==> src/hw/rtl/pbrc_pkg.sv <==
package pbrc_pkg;

  localparam int MAX_POINTS = 4096;
  localparam int COORD_BITS = 20;
  localparam int IDX_W = $clog2(MAX_POINTS);
  localparam int TOTAL_W = $clog2(MAX_POINTS + 1);
  localparam int COUNT_W = 13;
  localparam logic [COUNT_W-1:0] COUNT_MAX = {COUNT_W{1'b1}};

  localparam logic MODE_INSERT = 1'b0;
  localparam logic MODE_QUERY = 1'b1;

  typedef logic [COORD_BITS-1:0] coord_t;

  typedef struct packed {
    coord_t x;
    coord_t y;
    coord_t z;
  } point_t;

  typedef struct packed {
    point_t lo;
    point_t hi;
  } box_t;

  typedef struct packed {
    logic load;
    logic step;
    logic valid;
    logic last;
  } match_ctl_t;

endpackage

==> src/hw/rtl/pbrc_cell.sv <==
module pbrc_cell
  import pbrc_pkg::*;
(
  input  logic   clk,
  input  logic   shift,
  input  point_t point_in,
  output point_t point_out
);

  point_t point;

  always_ff @(posedge clk) begin
    if (shift) begin
      point <= point_in;
    end
  end

  assign point_out = point;

endmodule

==> config.mk <==
export PLATFORM = sky130hd
export DESIGN_NAME = pbrc_cell
export DESIGN_NICKNAME = d
export VERILOG_FILES = /design/src/hw/rtl/pbrc_pkg.sv /design/src/hw/rtl/pbrc_cell.sv
export SDC_FILE = /design/constraint.sdc
export NUM_CORES = 1
export LEC_CHECK = 0
export BUFFER_PORTS_ARGS = -buffer_cell sky130_fd_sc_hd__buf_2
export CAP_MARGIN = 20
export CORE_AREA = 2 2 74 76
export DETAILED_ROUTE_END_ITERATION = 6
export DIE_AREA = 0 0 76 78
export PLACE_DENSITY = 0.83
export SLEW_MARGIN = 25
export SYNTH_ARGS = -nofsm -noshare
export SYNTH_HDL_FRONTEND = slang
export SYNTH_SLANG_ARGS = --single-unit
==> constraint.sdc <==
create_clock -name clk -period 0.8 [get_ports clk]
set_input_delay 0.04 -clock clk [delete_from_list [all_inputs] [get_ports clk]]
set_output_delay 0.04 -clock clk [all_outputs]
set_load 0.05 [all_outputs]
Word level (Yosys, flattened, before mapping)
Cells that the tools add are included.
{"block": "totals", "ff_bits": 60, "output_inout_bits": 60, "word_cells": 3}

Logic depth before layout (Yosys ltp)
{"block": "depth", "ltp_word": 0, "ltp_mapped": 0, "mapped_depth_nobuf": 0}

Worst setup path before layout
Ideal clock, no wire load.
{"block": "synth_timing", "path_type": "register to output", "startpoint": "register point, in the netlist point_out[0]", "endpoint": "output port point_out[0] (netlist bit)", "t_arrival_ns": 0.601, "setup_slack_ns": 0.159, "stages_incl_launch_ff": 1, "path_buffers": 0, "cell_sequence": "edfxtp_1"}
{"item": "from (decl)", "line_no": "pbrc_cell.sv:10", "source": "point_t point;"}
{"item": "from (signal assigned)", "line_no": "pbrc_cell.sv:14", "source": "point <= point_in;"}
{"item": "to (decl)", "line_no": "pbrc_cell.sv:7", "source": "output point_t point_out"}
No word-level cell between the ends.

Worst setup path after layout
{"block": "layout_timing", "startpoint": "register point, in the netlist point_out[3]", "endpoint": "output port point_out[3] (netlist bit)"}
No word-level cell between the ends.

==> results.sh <==
export IMPL_antenna_found_initial=0
export IMPL_synth_edf_count=60
export IMPL_fin_area_um2=3690
export IMPL_power_density_nw_per_um2=2210
export IMPL_area_growth_pct=105
export IMPL_synth_most_common_cell="edfxtp_1"
export IMPL_cp_required_ns=0.76
export IMPL_worst_hold_slack_ns=0.203
export IMPL_cp_start_kind="flop"
export IMPL_path_delay_family="flip-flops"
export IMPL_overflow=0
export IMPL_wl_per_cell_um=14.7
export IMPL_initial_core_util_pct=35.7
export IMPL_p_leak_nw=1.56
export IMPL_finalSetupViolations=60
export IMPL_tightest_slew_ns=0.173
export IMPL_cts_tree="built"
export IMPL_antennaDiodeCount=0
export IMPL_core_region_area_um2=5040
export IMPL_yosys_top_cells_count="60 x edfxtp_1"
export IMPL_antenna_left=0
export IMPL_die_w_um=76
export IMPL_netlist_area_um2=1800
export IMPL_vias_per_cell=4.14
export IMPL_placed_cells=253
export IMPL_syn_nets=122
export IMPL_fin_crit_sh_pct=118
export IMPL_synth_flop_cell="edfxtp_1"
export IMPL_synth_top_area_share_pct=100
export IMPL_io_pins=122
export IMPL_p_total_mw=8.17
export IMPL_cpMaxStageDelayCell="edfxtp_1"
export IMPL_fin_crit_ns=0.946
export IMPL_final_hold_viol_count=0
export IMPL_preCtsSetupSlack_ns=0.0856
export IMPL_cts_max_path_buffers=2
export IMPL_numCtsBuffers=9
export IMPL_grt_pass1_vias=1509
export IMPL_ys_warnings_count=0
export IMPL_grtUsageTotal_pct=17.6
export IMPL_fp_row_count=26
export IMPL_critical_path_class="reg -> out"
export IMPL_critical_path_max_stage_delay_ns=0.41
export IMPL_synth_top_area_cell="edfxtp_1"
export IMPL_via_count=1362
export IMPL_crit_chain="buf_6"
export IMPL_async_flop_share_pct=0
export IMPL_gp_congestion=0.635
export IMPL_outcome="finished with violations"
export IMPL_nets=316
export IMPL_ys_seq_elements=60
export IMPL_largest_register_ffs=60
export IMPL_clock_sinks=60
export IMPL_setup_slack_ns=-0.146
export IMPL_nFillCells=300
export IMPL_cts_root_buf="clkbuf_8"
export IMPL_cp_arrival_ns=0.91
export IMPL_rsz0062_at_grt="true"
export IMPL_peakVddDrop_uv=1620
export IMPL_place_area_um2=2530
export IMPL_max_freq_mhz=1060
export IMPL_die_area_um2=5930
export IMPL_drt_iter0_markers=56
export IMPL_io_buffer_count=121
export IMPL_slew_headroom_pct=88.4
export IMPL_grt_pass1_wl_um=7600
export IMPL_synth_area_top_cells="edfxtp_1 100%"
export IMPL_multi_input_area_um2=0
export IMPL_syn_area_per_cell_um2=30.0
export IMPL_failed_checks="setup timing"
export IMPL_fin_cells=329
export IMPL_ys_seq_area_share_pct=100
export IMPL_drv_slew=0
export IMPL_cap_violations=0
export IMPL_path_max_fanout=1
export IMPL_syn_inst=60
export IMPL_end_kind="output port"
export IMPL_htree_levels=3
export IMPL_hold_class="in -> reg"
export IMPL_crit_buf_inv=1
export IMPL_ys_types=1
export IMPL_num_multi_input_gates=0
export IMPL_drtPass1Iterations=4
export IMPL_drc=0
export IMPL_die_h_um=78
export IMPL_grt_start_max_net_pins=32
export IMPL_drive_gt1_share_pct=52.9
export IMPL_wirelength_um=4840
export IMPL_clk_pin_slew_ns=0.06
export IMPL_critical_path_depth=1
export IMPL_hold_depth=2
[per-stage QoR]
stage                     utilization, %  TNS [ns]
final                               73.2     -6.57
after global routing                73.2     -9.00
after CTS                           73.2     -7.79
after detailed placement            50.3         0
after global placement              50.3         0
after floorplan                        -         0
[per-layer routing]
metal | part of all wire (%) | vias up | global-route usage, %
met2 | 55 | 79 | 31.9
li1 | - | 632 | -
met3 | 6.1 | 15 | 5.12
met1 | 35 | 636 | 17.6
met4 | 3.4 | 0 | 11.5
met5 | 0 | - | 0
[worst paths after layout]
path / start / endpoint
min: shift / point_out[35]$_DFFE_PP_
max: point_out[3]$_DFFE_PP_ / point_out[3]
[timing repair]
item,CTS,global route
hold buffers,60,0
endpoints found under the hold margin,60,0
resized for setup,120,0
buffers inserted,0,0
setup endpoints to repair,60,60
[logic make-up after synthesis]
| family | after synthesis | share of synthesized area, % |
|---|---|---|
| DFF | 60 | 100 |
[cell type report]
cell class / count / area, um^2 / share of cell area (%)
clock inverter: 7 / 57.6 / 1.56
sequential: 60 / 1800 / 48.8
clock buffer: 9 / 124 / 3.35
timing repair buffer: 183 / 1620 / 43.9
tap: 70 / 87.6 / 2.37
[layout by cell type, fill, tap and decap left out]
cell / synthesis / routed
clkinv_2: 0 / 4
edfxtp_1: 60 / 60
buf_6: 0 / 60
buf_12: 0 / 2
buf_2: 0 / 61
bufinv_16: 0 / 1
clkinv_1: 0 / 2
dlygate4sd3_1: 0 / 60
clkbuf_8: 0 / 9
[where the power goes]
part           switching (mW)  leakage, nW  internal, mW
combinational            1.10        0.872         0.755
sequential              0.117        0.587          3.74
clock                    1.07       0.0976          1.39
Power figures use the tool's default switching activity.
