[src/hw/rtl/pbrc_pkg.sv]
package pbrc_pkg;

  localparam int MAX_POINTS = 4096;
  localparam int COORD_BITS = 20;
  localparam int IDX_W = $clog2(MAX_POINTS);
  localparam int TOTAL_W = $clog2(MAX_POINTS + 1);
  localparam int COUNT_W = 13;
  localparam logic [COUNT_W-1:0] COUNT_MAX = {COUNT_W{1'b1}};

  localparam logic MODE_INSERT = 1'b0;
  localparam logic MODE_QUERY = 1'b1;

  typedef logic [COORD_BITS-1:0] coord_t;

  typedef struct packed {
    coord_t x;
    coord_t y;
    coord_t z;
  } point_t;

  typedef struct packed {
    point_t lo;
    point_t hi;
  } box_t;

  typedef struct packed {
    logic load;
    logic step;
    logic valid;
    logic last;
  } match_ctl_t;

endpackage

[src/hw/rtl/pbrc_match.sv]
module pbrc_match
  import pbrc_pkg::*;
(
  input  logic               clk,
  input  logic               rst,
  input  match_ctl_t         ctl,
  input  box_t               box_in,
  input  point_t             point_in,
  input  logic               flag_in,
  output logic               done,
  output logic [COUNT_W-1:0] inside_count,
  output logic               overflowed
);

  box_t               box;
  logic [COUNT_W-1:0] count;
  logic               hit;
  logic               hit_v;
  logic               last1;
  logic               in_box;
  logic [COUNT_W:0]   sum;
  logic [COUNT_W-1:0] count_next;

  assign in_box = (point_in.x >= box.lo.x) && (point_in.x <= box.hi.x) &&
                  (point_in.y >= box.lo.y) && (point_in.y <= box.hi.y) &&
                  (point_in.z >= box.lo.z) && (point_in.z <= box.hi.z);

  assign sum = {1'b0, count} + {{COUNT_W{1'b0}}, hit};
  assign count_next = sum[COUNT_W] ? COUNT_MAX : sum[COUNT_W-1:0];

  always_ff @(posedge clk) begin
    if (ctl.load) begin
      box <= box_in;
    end
    hit <= ctl.valid && in_box;
    if (ctl.load) begin
      count <= '0;
    end else if (hit_v) begin
      count <= count_next;
    end
    if (last1) begin
      inside_count <= count_next;
      overflowed <= flag_in;
    end
  end

  always_ff @(posedge clk) begin
    if (rst) begin
      hit_v <= 1'b0;
      last1 <= 1'b0;
      done <= 1'b0;
    end else begin
      hit_v <= ctl.step;
      last1 <= ctl.step && ctl.last;
      done <= last1;
    end
  end

endmodule

[config.mk]
export PLATFORM = sky130hd
export DESIGN_NAME = pbrc_match
export DESIGN_NICKNAME = d
export VERILOG_FILES = /design/src/hw/rtl/pbrc_pkg.sv /design/src/hw/rtl/pbrc_match.sv
export SDC_FILE = /design/constraint.sdc
export NUM_CORES = 1
export LEC_CHECK = 0
export BUFFER_PORTS_ARGS = -buffer_cell sky130_fd_sc_hd__buf_2
export CAP_MARGIN = 40
export CELL_PAD_IN_SITES_DETAIL_PLACEMENT = 1
export CELL_PAD_IN_SITES_GLOBAL_PLACEMENT = 1
export CORE_MARGIN = 1
export CORE_UTILIZATION = 39
export CTS_BUF_LIST = sky130_fd_sc_hd__clkbuf_8
export DETAILED_ROUTE_END_ITERATION = 6
export PLACE_DENSITY_LB_ADDON = 0.15
export SLEW_MARGIN = 30
export SYNTH_ARGS = -nofsm -noshare
export SYNTH_HDL_FRONTEND = slang
export SYNTH_SLANG_ARGS = --single-unit
[constraint.sdc]
create_clock -name clk -period 4.8 [get_ports clk]
set_input_delay 0.24 -clock clk [delete_from_list [all_inputs] [get_ports clk]]
set_output_delay 0.24 -clock clk [all_outputs]
set_load 0.005 [all_outputs]
Word-level counts from Yosys, hierarchy flattened --
Index checks and enable logic that the tools add are counted.
Word-level totals: bits in registers 151, input bits 187, output and inout port bits 15
Cells by class: add/sub/neg operators 1, order comparisons 6, mux-type cells 1, reductions and logical operators 7
Operators with widths (number):
- $ge A20 B20 Y1 | 3
- $le A20 B20 Y1 | 3
- $add A13 B1 Y14 | 1
- $mux W13 | 1
- $logic_and A1 B1 Y1 | 7

Longest topological paths before layout --
Gate-level depths: netlist of run 1.
depth after elaboration 7, depth in mapped cells 9, gate-level depth less buffers 9

Worst setup path after synthesis of run 1 --
No wires, ideal clock.
path type reg-to-reg, start point reg box[1] (netlist bit), end point reg hit, arrival 1.935 ns, setup slack 2.804 ns, cell stages (with the launch flop) 10, cell sequence edfxtp_1 -> inv_1 -> ha_1 -> nor2b_1 -> o211ai_2 -> a211oi_1 -> a2111oi_0 -> o21ai_1 -> a2111oi_0 -> and4_1
Between the ends: longest elaborated chain between the ends 3
Ends and longest elaborated chain:
- start, declared | RTL line pbrc_match.sv:15 | box_t box;
- start signal, assigned | RTL line pbrc_match.sv:33 | box <= box_in;
- $le A20 B20 Y1 | RTL line pbrc_match.sv:26 | (point_in.z >= box.lo.z) && (point_in.z <= box.hi.z);
- $logic_and A1 B1 Y1 | RTL line pbrc_match.sv:26
- $logic_and A1 B1 Y1 | RTL line pbrc_match.sv:35 | hit <= ctl.valid && in_box;
- end signal, assigned | RTL line pbrc_match.sv:35
- end, declared | RTL line pbrc_match.sv:17 | logic hit;
Every way passes these cells. A chain may end at the register's enable or synchronous reset.

Worst setup path after layout of run 1 --
Ends and elaborated chain as after synthesis.

==> results of run 1 <==
timing repair:
item                                    in CTS  in global routing
endpoints found under the hold margin      124                  0
hold buffers                               123                  0
endpoints found under the setup margin       0                  0
power by group through the flow:
stage               clock network (uW)  registers [uW]  logic (uW)
floorplan                            0            1570         220
global placement                     0            1580         383
detailed placement                   0            1580         413
CTS                                962            1550         498
global route                      1010            1560         567
finish                             932            1550         498
Yosys cell counts (all sizes together):
| master | n |
|---|---|
| nand2b | 3 |
| nor2 | 24 |
| xnor2 | 6 |
| nand3 | 12 |
| o21a | 2 |
| and2 | 3 |
| ha | 122 |
| a311oi | 5 |
| nor4 | 2 |
| a221oi | 3 |
| o31ai | 3 |
| mux2i | 3 |
| a21o | 23 |
| a22o | 1 |
| xor2 | 1 |
| a211oi | 6 |
| or4 | 1 |
| edfxtp | 134 |
| nor3b | 1 |
| and3 | 5 |
| inv | 124 |
| and4 | 9 |
| a21oi | 50 |
| clkbuf | 5 |
| o21ai | 15 |
| a31oi | 3 |
| and2b | 2 |
| nand4 | 18 |
| buf | 1 |
| nor2b | 7 |
| o32ai | 1 |
| a2111oi | 2 |
| nor3 | 4 |
| nand2 | 32 |
| a221o | 1 |
| o211ai | 4 |
| dfxtp | 17 |
worst max-delay path, stage by stage (launching register included):
cell,delay [ns]
edfxtp_1,0.38
inv_1,0.06
ha_1,0.23
nor2b_1,0.15
o211ai_2,0.13
a211oi_1,0.09
a2111oi_0,0.44
o21ai_1,0.13
a2111oi_0,0.71
and4_1,0.30
cell families after synthesis:
kind of cell	after synthesis	synth area share, %
and+or+nand+nor	123	8.332
adders and majority gates	122	19.36
AOI/OAI and AO/OA	119	9.586
DFF	151	55.36
buffers and inverters	130	6.205
muxes	3	0.3809
xor gates and xnor gates	7	0.7777
registers in the layout, summed over array words and instances, names as in the netlist:
signal / count
last1: 1
hit_v: 1
count: 13
box: 120
done: 1
overflowed: 1
inside_count: 13
hit: 1
metrics by stage:
step | cell area, um^2 | hold WS (ns) | instances
2_1_floorplan | 7884 | 0.3062 | 655
3_3_place_gp | 9215 | 0.4163 | 1117
3_5_place_dp | 9215 | 0.4184 | 1117
4_1_cts | 10810 | 0.01620 | 1272
5_1_grt | 10810 | 0.02763 | 1273
6_report | 10810 | 0.05127 | 1273
area by class of cell:
class / count / area share [%]
clock buffer: 17 / 2.165
multi-input combinational: 374 / 28.04
clock inverter: 15 / 1.169
sequential: 151 / 40.38
tap: 265 / 3.067
inverter: 124 / 4.306
antenna: 1 / 0.02315
timing repair buffer: 326 / 20.86
worst paths after layout:
kind | startpoint | end | cells past startpoint
max | box[1]$_DFFE_PP_ | hit$_DFF_P_ | 9
min | ctl[2] | hit_v$_SDFF_PP0_ | 2
max reg2reg | box[1]$_DFFE_PP_ | hit$_DFF_P_ | 9
min reg2reg | count[1]$_SDFFE_PP0P_ | count[1]$_SDFFE_PP0P_ | 2
metal layers:
metal	part of all wire (%)	track usage, %
met5	0	0
met4	1.9	7.368
met2	53	39.21
met3	4.0	4.139
met1	41	23.35
==> results.md, run 1 <==
- Commonest cells after routing, fill and taps aside: buf_2 (200), edfxtp_1 (134), inv_1 (125), dlygate4sd3_1 (123), ha_1 (122)
- Synth top area cells: edfxtp_1 (51%), ha_1 (19%), inv_1 (5.9%), dfxtp_1 (4.3%), a21oi_1 (3.2%)
- I/O pin cnt: 202
- Multi-input logic area: 3030 um^2
- Cells after Synth: approximately 660
- Crit end category: flip-flop
- FILL cells: between 2,000 and 2,500
- # Post-CTS Setup Buffers: 0
- Maximum capacitance violations: 0
- TNS Setup: 0 ns
- Final worst path period share: 56.17%
- Pin count of the biggest net entering global routing: 56
- H-tree levels: 4
- Die width: between 100 and 150 um
- DRT iter0 DRCs: between 150 and 200
- Vias in the first global route: approximately 6,800
- First-pass detailed-route iteration total: 4
- Final Core Density: ~55%
- Post_cts resized: 0
- Final hold violation count: 0
- Cts bufs inserted: 17
- CP arrival: ~3.1 ns
- Clk slew on worst S/H paths: 0.10 ns
- Clock Sinks: 151
- Final setup vio count: 0
- Die height: 144.2 um
- Synthesis warning total: 0
- Most common cell after layout, fill and taps aside: buf_2
- Unrepaired setup endpoints after global routing: false
- Post-route antenna net violation count: 0
- HP Class: in2reg
- GR Util All Layers: 20.91%
- Share of cells above drive strength 1: a little under a quarter
- Wire per inst: 16.53 um
- Cell area after synthesis: 7884 um^2
- Combinational power share: 16.7%
- Achievable Freq: approximately 370 MHz
- Syn avg cell area: between 10 and 15 um^2
- Clock power frac: about 31%
- Layout Area Growth over Synthesis: 37.11%
- Drt via density: between 4 and 5
- #FFs+latches synth: about 150
- First-pass GRT wire length: between 30,000 and 40,000 um
- Residual DRC: 0
- Sequential power share: roughly 52%
- Psw: just under 800 uW
- Synth Net Count: between 900 and 1,000
- Pre-CTS setup slack: 2.071 ns
- Sw Share: between 20% and 30%
- Die Area: roughly 21,000 um^2
- GP Congestion: 0.8106
- CP required: between 5 and 6 ns
- Worst slew pin tran: about 0.73 ns
- Cell Rows: a little over 50
- Tot Pwr: 2983 uW
- Clock Tree Root: clkbuf_8
- Reg area: approximately 4400 um^2
- Top-area cell type share of the netlist area: ~51%
- CTS tree: done
- Status: complete, no violations
- Synth unique cells: 46
- Worst slew margin: between 40% and 50%
- Antenna violations before repair: 1
- CTS max path bufs: 2
- Final worst path period need: between 2 and 3 ns
- Fin. max-slew vios: 0
- Maximum vdd drop: 0.1559 mV
- Internal power: 2191 uW
- Grt ovf: 0
- CP startpoint kind: flip-flop
- Critical path class: reg2reg
- Routed Wire Length: between 20,000 and 25,000 um
- Layout Skew: ~0.016 ns
- Pleak: 0.005160 uW
- PD cells: between 200 and 300 nW/um^2
- CP max FO: 2
- Skew-Pair Late Insertion Delay: ~0.45 ns
- Area leader, netlist: edfxtp_1
- Starting density of the core: between 40% and 50%
- Reg-to-reg slack, setup: approximately 2.1 ns
- Core ar.: approximately 20,000 um^2
- Vias: ~6,200
- Seq/Total Area, Yosys: a little under three fifths
- Post-layout nets: 1,303
- Fin worst setup slack: 2.104 ns
- Buffers on Ports: 201
- Final HPWL DP: approximately 15,000 um
No activity file was read; power rests on OpenSTA's default activity.
==> run 2: changes to the inputs <==
==> constraint.sdc (replaced) <==
create_clock -name clk -period 2.36 [get_ports clk]
set_input_delay 0.118 -clock clk [delete_from_list [all_inputs] [get_ports clk]]
set_output_delay 0.118 -clock clk [all_outputs]
set_load 0.005 [all_outputs]
==> run 2 against run 1 <==
Die area is the same; register-to-register slack worse by 1.9 ns; global-route usage rose by 0.16 points; clock-buffer cell count grew 2; sequential cell count is the same; core utilization up 0.55 points; clock power increased by 120%; largest power group unchanged; largest cell class unchanged; power up 110%; critical endpoint unchanged.
==> results.md, run 2 (synthesis gave the netlist of run 1 again) <==
- Status: complete, no violations
- Cell Rows: 51
- Antenna violations before repair: 3
- First-pass GRT wire length: between 30,000 and 40,000 um
- Residual DRC: 0
- Routed Wire Length: 21,590 um
- # Post-CTS Setup Buffers: 0
- Final worst path period share: between 90 and 100%
- Share of cells above drive strength 1: roughly 24%
- GP Congestion: just over 0.8
- Worst path max stage delay: 0.40 ns
- Hold Path Depth: 3
- Skew-Pair Late Insertion Delay: 0.46 ns
- Die Area: between 20,000 and 25,000 um^2
- Die height: approximately 140 um
- First-pass detailed-route iteration total: 4
- Maximum vdd drop: roughly 0.35 mV
- CTS tree: done
- I/O pin cnt: around 200
- Fin worst setup slack: ~0.16 ns
- Commonest cells after routing, fill and taps aside: buf_2 (200), edfxtp_1 (134), dlygate4sd3_1 (125), inv_1 (124), ha_1 (122)
- Clock Tree Root: clkbuf_8
- Buffers on Ports: 201
- Layout Skew: ~0.017 ns
- Most common cell after layout, fill and taps aside: buf_2
- Pin count of the biggest net entering global routing: 78
- Achievable Freq: 454.3 MHz
- Cts bufs inserted: 17
- Starting density of the core: 40.11%
- CTS max path bufs: 2
- H-tree levels: 4
- Maximum capacitance violations: 0
- CP arrival: about 2.6 ns
- Reg2Reg Depth: 9
- Critical path class: reg2reg
- Post-layout nets: roughly 1,300
- Layout Area Growth over Synthesis: 38.47%
- Wire per inst: roughly 17 um
- Drt via density: 4.920
- Crit end category: flip-flop
- Final worst path period need: 2.201 ns
- Worst slew margin: 50.81%
- Worst slew pin tran: between 0.7 and 0.8 ns
- Final setup vio count: 0
- Die width: ~140 um
- CP required: ~2.8 ns
- Clk slew on worst S/H paths: about 0.10 ns
- Slowest CP cell: edfxtp_1
- GR Util All Layers: a little over a fifth
- Vias in the first global route: a little under 7,000
- Biggest register: box
- HP Class: in2reg
- Core ar.: roughly 20,000 um^2
- Final hold violation count: 0
- DRT iter0 DRCs: 201
- Tot Pwr: roughly 6200 uW
- PD cells: about 570 nW/um^2
- Pre-CTS setup slack: about 0.03 ns
- Cell Chain, Critical Path: inv_1, ha_1, nor2b_1, o211ai_2, a211oi_1, a2111oi_2, o21ai_1, a2111oi_2, and4_1
- Fin. max-slew vios: 0
- Final HPWL DP: 15,100 um
- Grt ovf: 0
- Vias: 6,293
- CP startpoint kind: flip-flop
- Post-route antenna net violation count: 0
- Pleak: between 0.005 and 0.006 uW
- Flip-flop count of the largest register after layout: 120
- CP max FO: 2
- Crit-path most repeated cell: a2111oi_2
- Hold WS: approximately 0.18 ns
- Largest registers: box x120, count x13, inside_count x13
- Clock Sinks: about 150
-- run 2: stage by stage --
stage	instance area (um^2)	TNS (ns)	std cells	utilization, %
CTS	10890	0	1275	55.43
global placement	9248	0	1118	47.05
finish	10920	0	1279	55.54
global route	10910	-0.008370	1278	55.53
detailed placement	9248	0	1118	47.05
floorplan	7884	0	655	-
-- run 2: metal layers --
metal	global-route usage (%)	wire, um
met1	22.28	8511
met2	39.44	11560
met3	5.397	946
met4	8.809	566
met5	0	0
-- run 2: what timing repair did --
item,in CTS,in global routing
cloned,0,0
endpoints found under the setup margin,1,2
hold endpoints to repair,125,0
gates resized for setup,1,4
pin swaps,0,1
hold buffers,125,0
-- run 2: worst paths after layout --
path / start / to / slack, ns
max: box[1]$_DFFE_PP_ / hit$_DFF_P_ / 0.16
min reg2reg: count[1]$_SDFFE_PP0P_ / count[1]$_SDFFE_PP0P_ / 0.51
max reg2reg: box[1]$_DFFE_PP_ / hit$_DFF_P_ / 0.16
min: ctl[3] / count[12]$_SDFFE_PP0P_ / 0.18
-- run 2: layout make-up --
cell class,instances,area [um^2]
fillers,2160,8737
inverters,124,465.4
well taps,265,331.6
clock buffers,19,261.5
multi-input cells,374,3044
flip-flops and latches,151,4364
clock inverters,13,132.6
repair buffers,329,2307
diodes,4,10.01
-- run 2: critical path: cells and delay by family (launching register included) --
kind	cells	cell delay, ns
adder cells (fa/ha/maj)	1	0.23
flip-flops	1	0.40
AO/OA/AOI/OAI	5	1.07
AND/OR/NAND/NOR	2	0.37
buffers and inverters	1	0.07
-- run 2: power breakdown --
group | switching, uW | internal (uW)
Combinational | 507 | 535
Sequential | 60.3 | 3100
Clock | 1120 | 928
==> run 3: changes to the inputs <==
==> constraint.sdc (replaced) <==
create_clock -name clk -period 2.2 [get_ports clk]
set_input_delay 0.11 -clock clk [delete_from_list [all_inputs] [get_ports clk]]
set_output_delay 0.11 -clock clk [all_outputs]
set_load 0.005 [all_outputs]
==> run 3 against run 2 <==
Combinational power grew 9%; clock power increased by 5%; hold slack got worse by 0.13 ns; cell area grew 0.68%; critical endpoint unchanged; fmax up 2.8%; clock skew up 0.0036 ns; sequential power increased by 7.3%; sequential share of layout area decreased by 0.27 points; largest power group unchanged; die area unchanged; critical path type unchanged; non-clock buffer count increased by 3; clock-buffer cell count is 2 lower.
==> results.md, run 3 (synthesis gave the netlist of run 1 again) <==
- Status: complete, no violations
- Clk slew on worst S/H paths: 0.09 ns
- H-tree levels: 4
- Multi-input logic area: 3105 um^2
- CTS max path bufs: 2
- CP arrival: roughly 2.5 ns
- Pre-CTS setup slack: -0.2058 ns
- Layout Skew: between 0.02 and 0.025 ns
- Residual DRC: 0
- FILL cells: between 2,000 and 2,500
- Starting density of the core: 40.11%
- Cell Rows: 51
- CTS tree: done
- Flip-flop count of the largest register after layout: between 100 and 150
- First-pass detailed-route iteration total: 4
- CP max FO: 2
- Core ar.: between 15,000 and 20,000 um^2
- Wire per inst: about 17 um
- Largest registers: box x120, count x13, inside_count x13
- Achievable Freq: between 400 and 500 MHz
- Worst slew pin tran: between 0.7 and 0.8 ns
- Routed Wire Length: around 21,000 um
- Vias in the first global route: between 6,000 and 7,000
- Clock Sinks: between 150 and 200
- Vias: between 6,000 and 7,000
- Skew-Pair Late Insertion Delay: approximately 0.45 ns
- Buffers on Ports: 201
- Worst slew margin: around half
- Share of cells above drive strength 1: between 20% and 30%
- Cts bufs inserted: 17
- GR Util All Layers: between 20% and 30%
- Critical path class: reg2reg
- CP startpoint kind: flip-flop
- I/O pin cnt: about 200
- GP Congestion: 0.8200
- Final setup vio count: 0
- PD cells: about 610 nW/um^2
- Die width: ~140 um
- Most common cell after layout, fill and taps aside: buf_2
- Final HPWL DP: 15,070 um
- Crit end category: flip-flop
- Drt via density: roughly 5
- Unrepaired setup endpoints after global routing: true
- Die Area: 20,790 um^2
- Post-layout nets: roughly 1,300
- Maximum vdd drop: between 0.4 and 0.5 mV
- Clock Tree Root: clkbuf_8
- Commonest cells after routing, fill and taps aside: buf_2 (200), edfxtp_1 (134), inv_1 (127), dlygate4sd3_1 (126), ha_1 (120)
- Fin worst setup slack: between 0.05 and 0.06 ns
- HP Class: in2reg
- DRT iter0 DRCs: ~200
- Final worst path period need: between 2 and 2.5 ns
- Post-route antenna net violation count: 0
- Biggest register: box
- Pleak: about 0.0052 uW
- Fin. max-slew vios: 0
- Layout Area Growth over Synthesis: 39.41%
- Final worst path period share: a little over nine tenths
- TNS Setup: 0 ns
- First-pass GRT wire length: between 30,000 and 40,000 um
- Final hold violation count: 0
- Die height: between 100 and 150 um
- CP required: between 2 and 3 ns
- Antenna violations before repair: 2
- Maximum capacitance violations: 0
- Pin count of the biggest net entering global routing: 77
- Reg area: approximately 4400 um^2
- Grt ovf: 0
run 3: cell types whose count changed in the layout (fill, tap and decap cells not counted), sizes merged, moves of 2 or more:
| cell | before | now |
|---|---|---|
| buf | 204 | 206 |
| clkbuf | 19 | 17 |
| clkinv | 3 | 5 |
| diode | 4 | 2 |
run 3: critical path: stages, from the launching register on:
cell	delay, ns
edfxtp_1	0.35
inv_1	0.07
ha_4	0.28
and4_4	0.24
nand2_2	0.07
or4_4	0.49
a2111oi_4	0.36
and4_1	0.22
run 3: worst paths after layout:
path | startpoint | endpoint | slack (ns) | depth (start not counted)
max reg2reg | box[19]$_DFFE_PP_ | hit$_DFF_P_ | 0.06 | 7
min reg2reg | count[4]$_SDFFE_PP0P_ | count[4]$_SDFFE_PP0P_ | 0.53 | 2
max | box[19]$_DFFE_PP_ | hit$_DFF_P_ | 0.06 | 7
min | ctl[2] | last1$_SDFF_PP0_ | 0.05 | 3
run 3: layout make-up:
type / instances / area share, %
Sequential cell: 151 / 39.71
Multi-Input combinational cell: 374 / 28.26
Timing Repair Buffer: 332 / 21.22
Inverter: 124 / 4.235
Tap cell: 265 / 3.017
Clock buffer: 17 / 2.129
Clock inverter: 15 / 1.389
Antenna cell: 2 / 0.04554
run 3: report_power, final:
part	internal [uW]	leakage [uW]	switching, uW
combinational	580	0.00358	546
clock	1020	0.000209	1130
sequential	3320	0.00144	63.9
run 3: timing repair:
item / 4_1_cts / 5_1_grt
endpoints found under the hold margin: 129 / 0
resized for setup: 4 / 13
setup buffers: 0 / 0
endpoints found under the setup margin: 1 / 5
hold buffers: 126 / 0
pin swaps: 1 / 4
run 3: per-layer routing:
layer | global-route usage, % | part of all wire, % | vias to the layer above
met3 | 4.007 | 3.6 | 23
met2 | 39.77 | 54 | 126
met1 | 23.04 | 41 | 3015
li1 | - | - | 3058
met5 | 0 | 0 | -
met4 | 6.482 | 1.5 | 0
run 3: through the flow:
step,total power [uW],std cells,hold WS [ns],util [%],cell area [um^2]
floorplan,3910,655,0.1762,-,7884
global placement,4288,1120,0.2841,47.13,9263
detailed placement,4360,1120,0.2883,47.13,9263
CTS,6698,1278,0.01573,55.58,10920
global route,7010,1280,0.06309,55.92,10990
finish,6664,1280,0.04719,55.92,10990
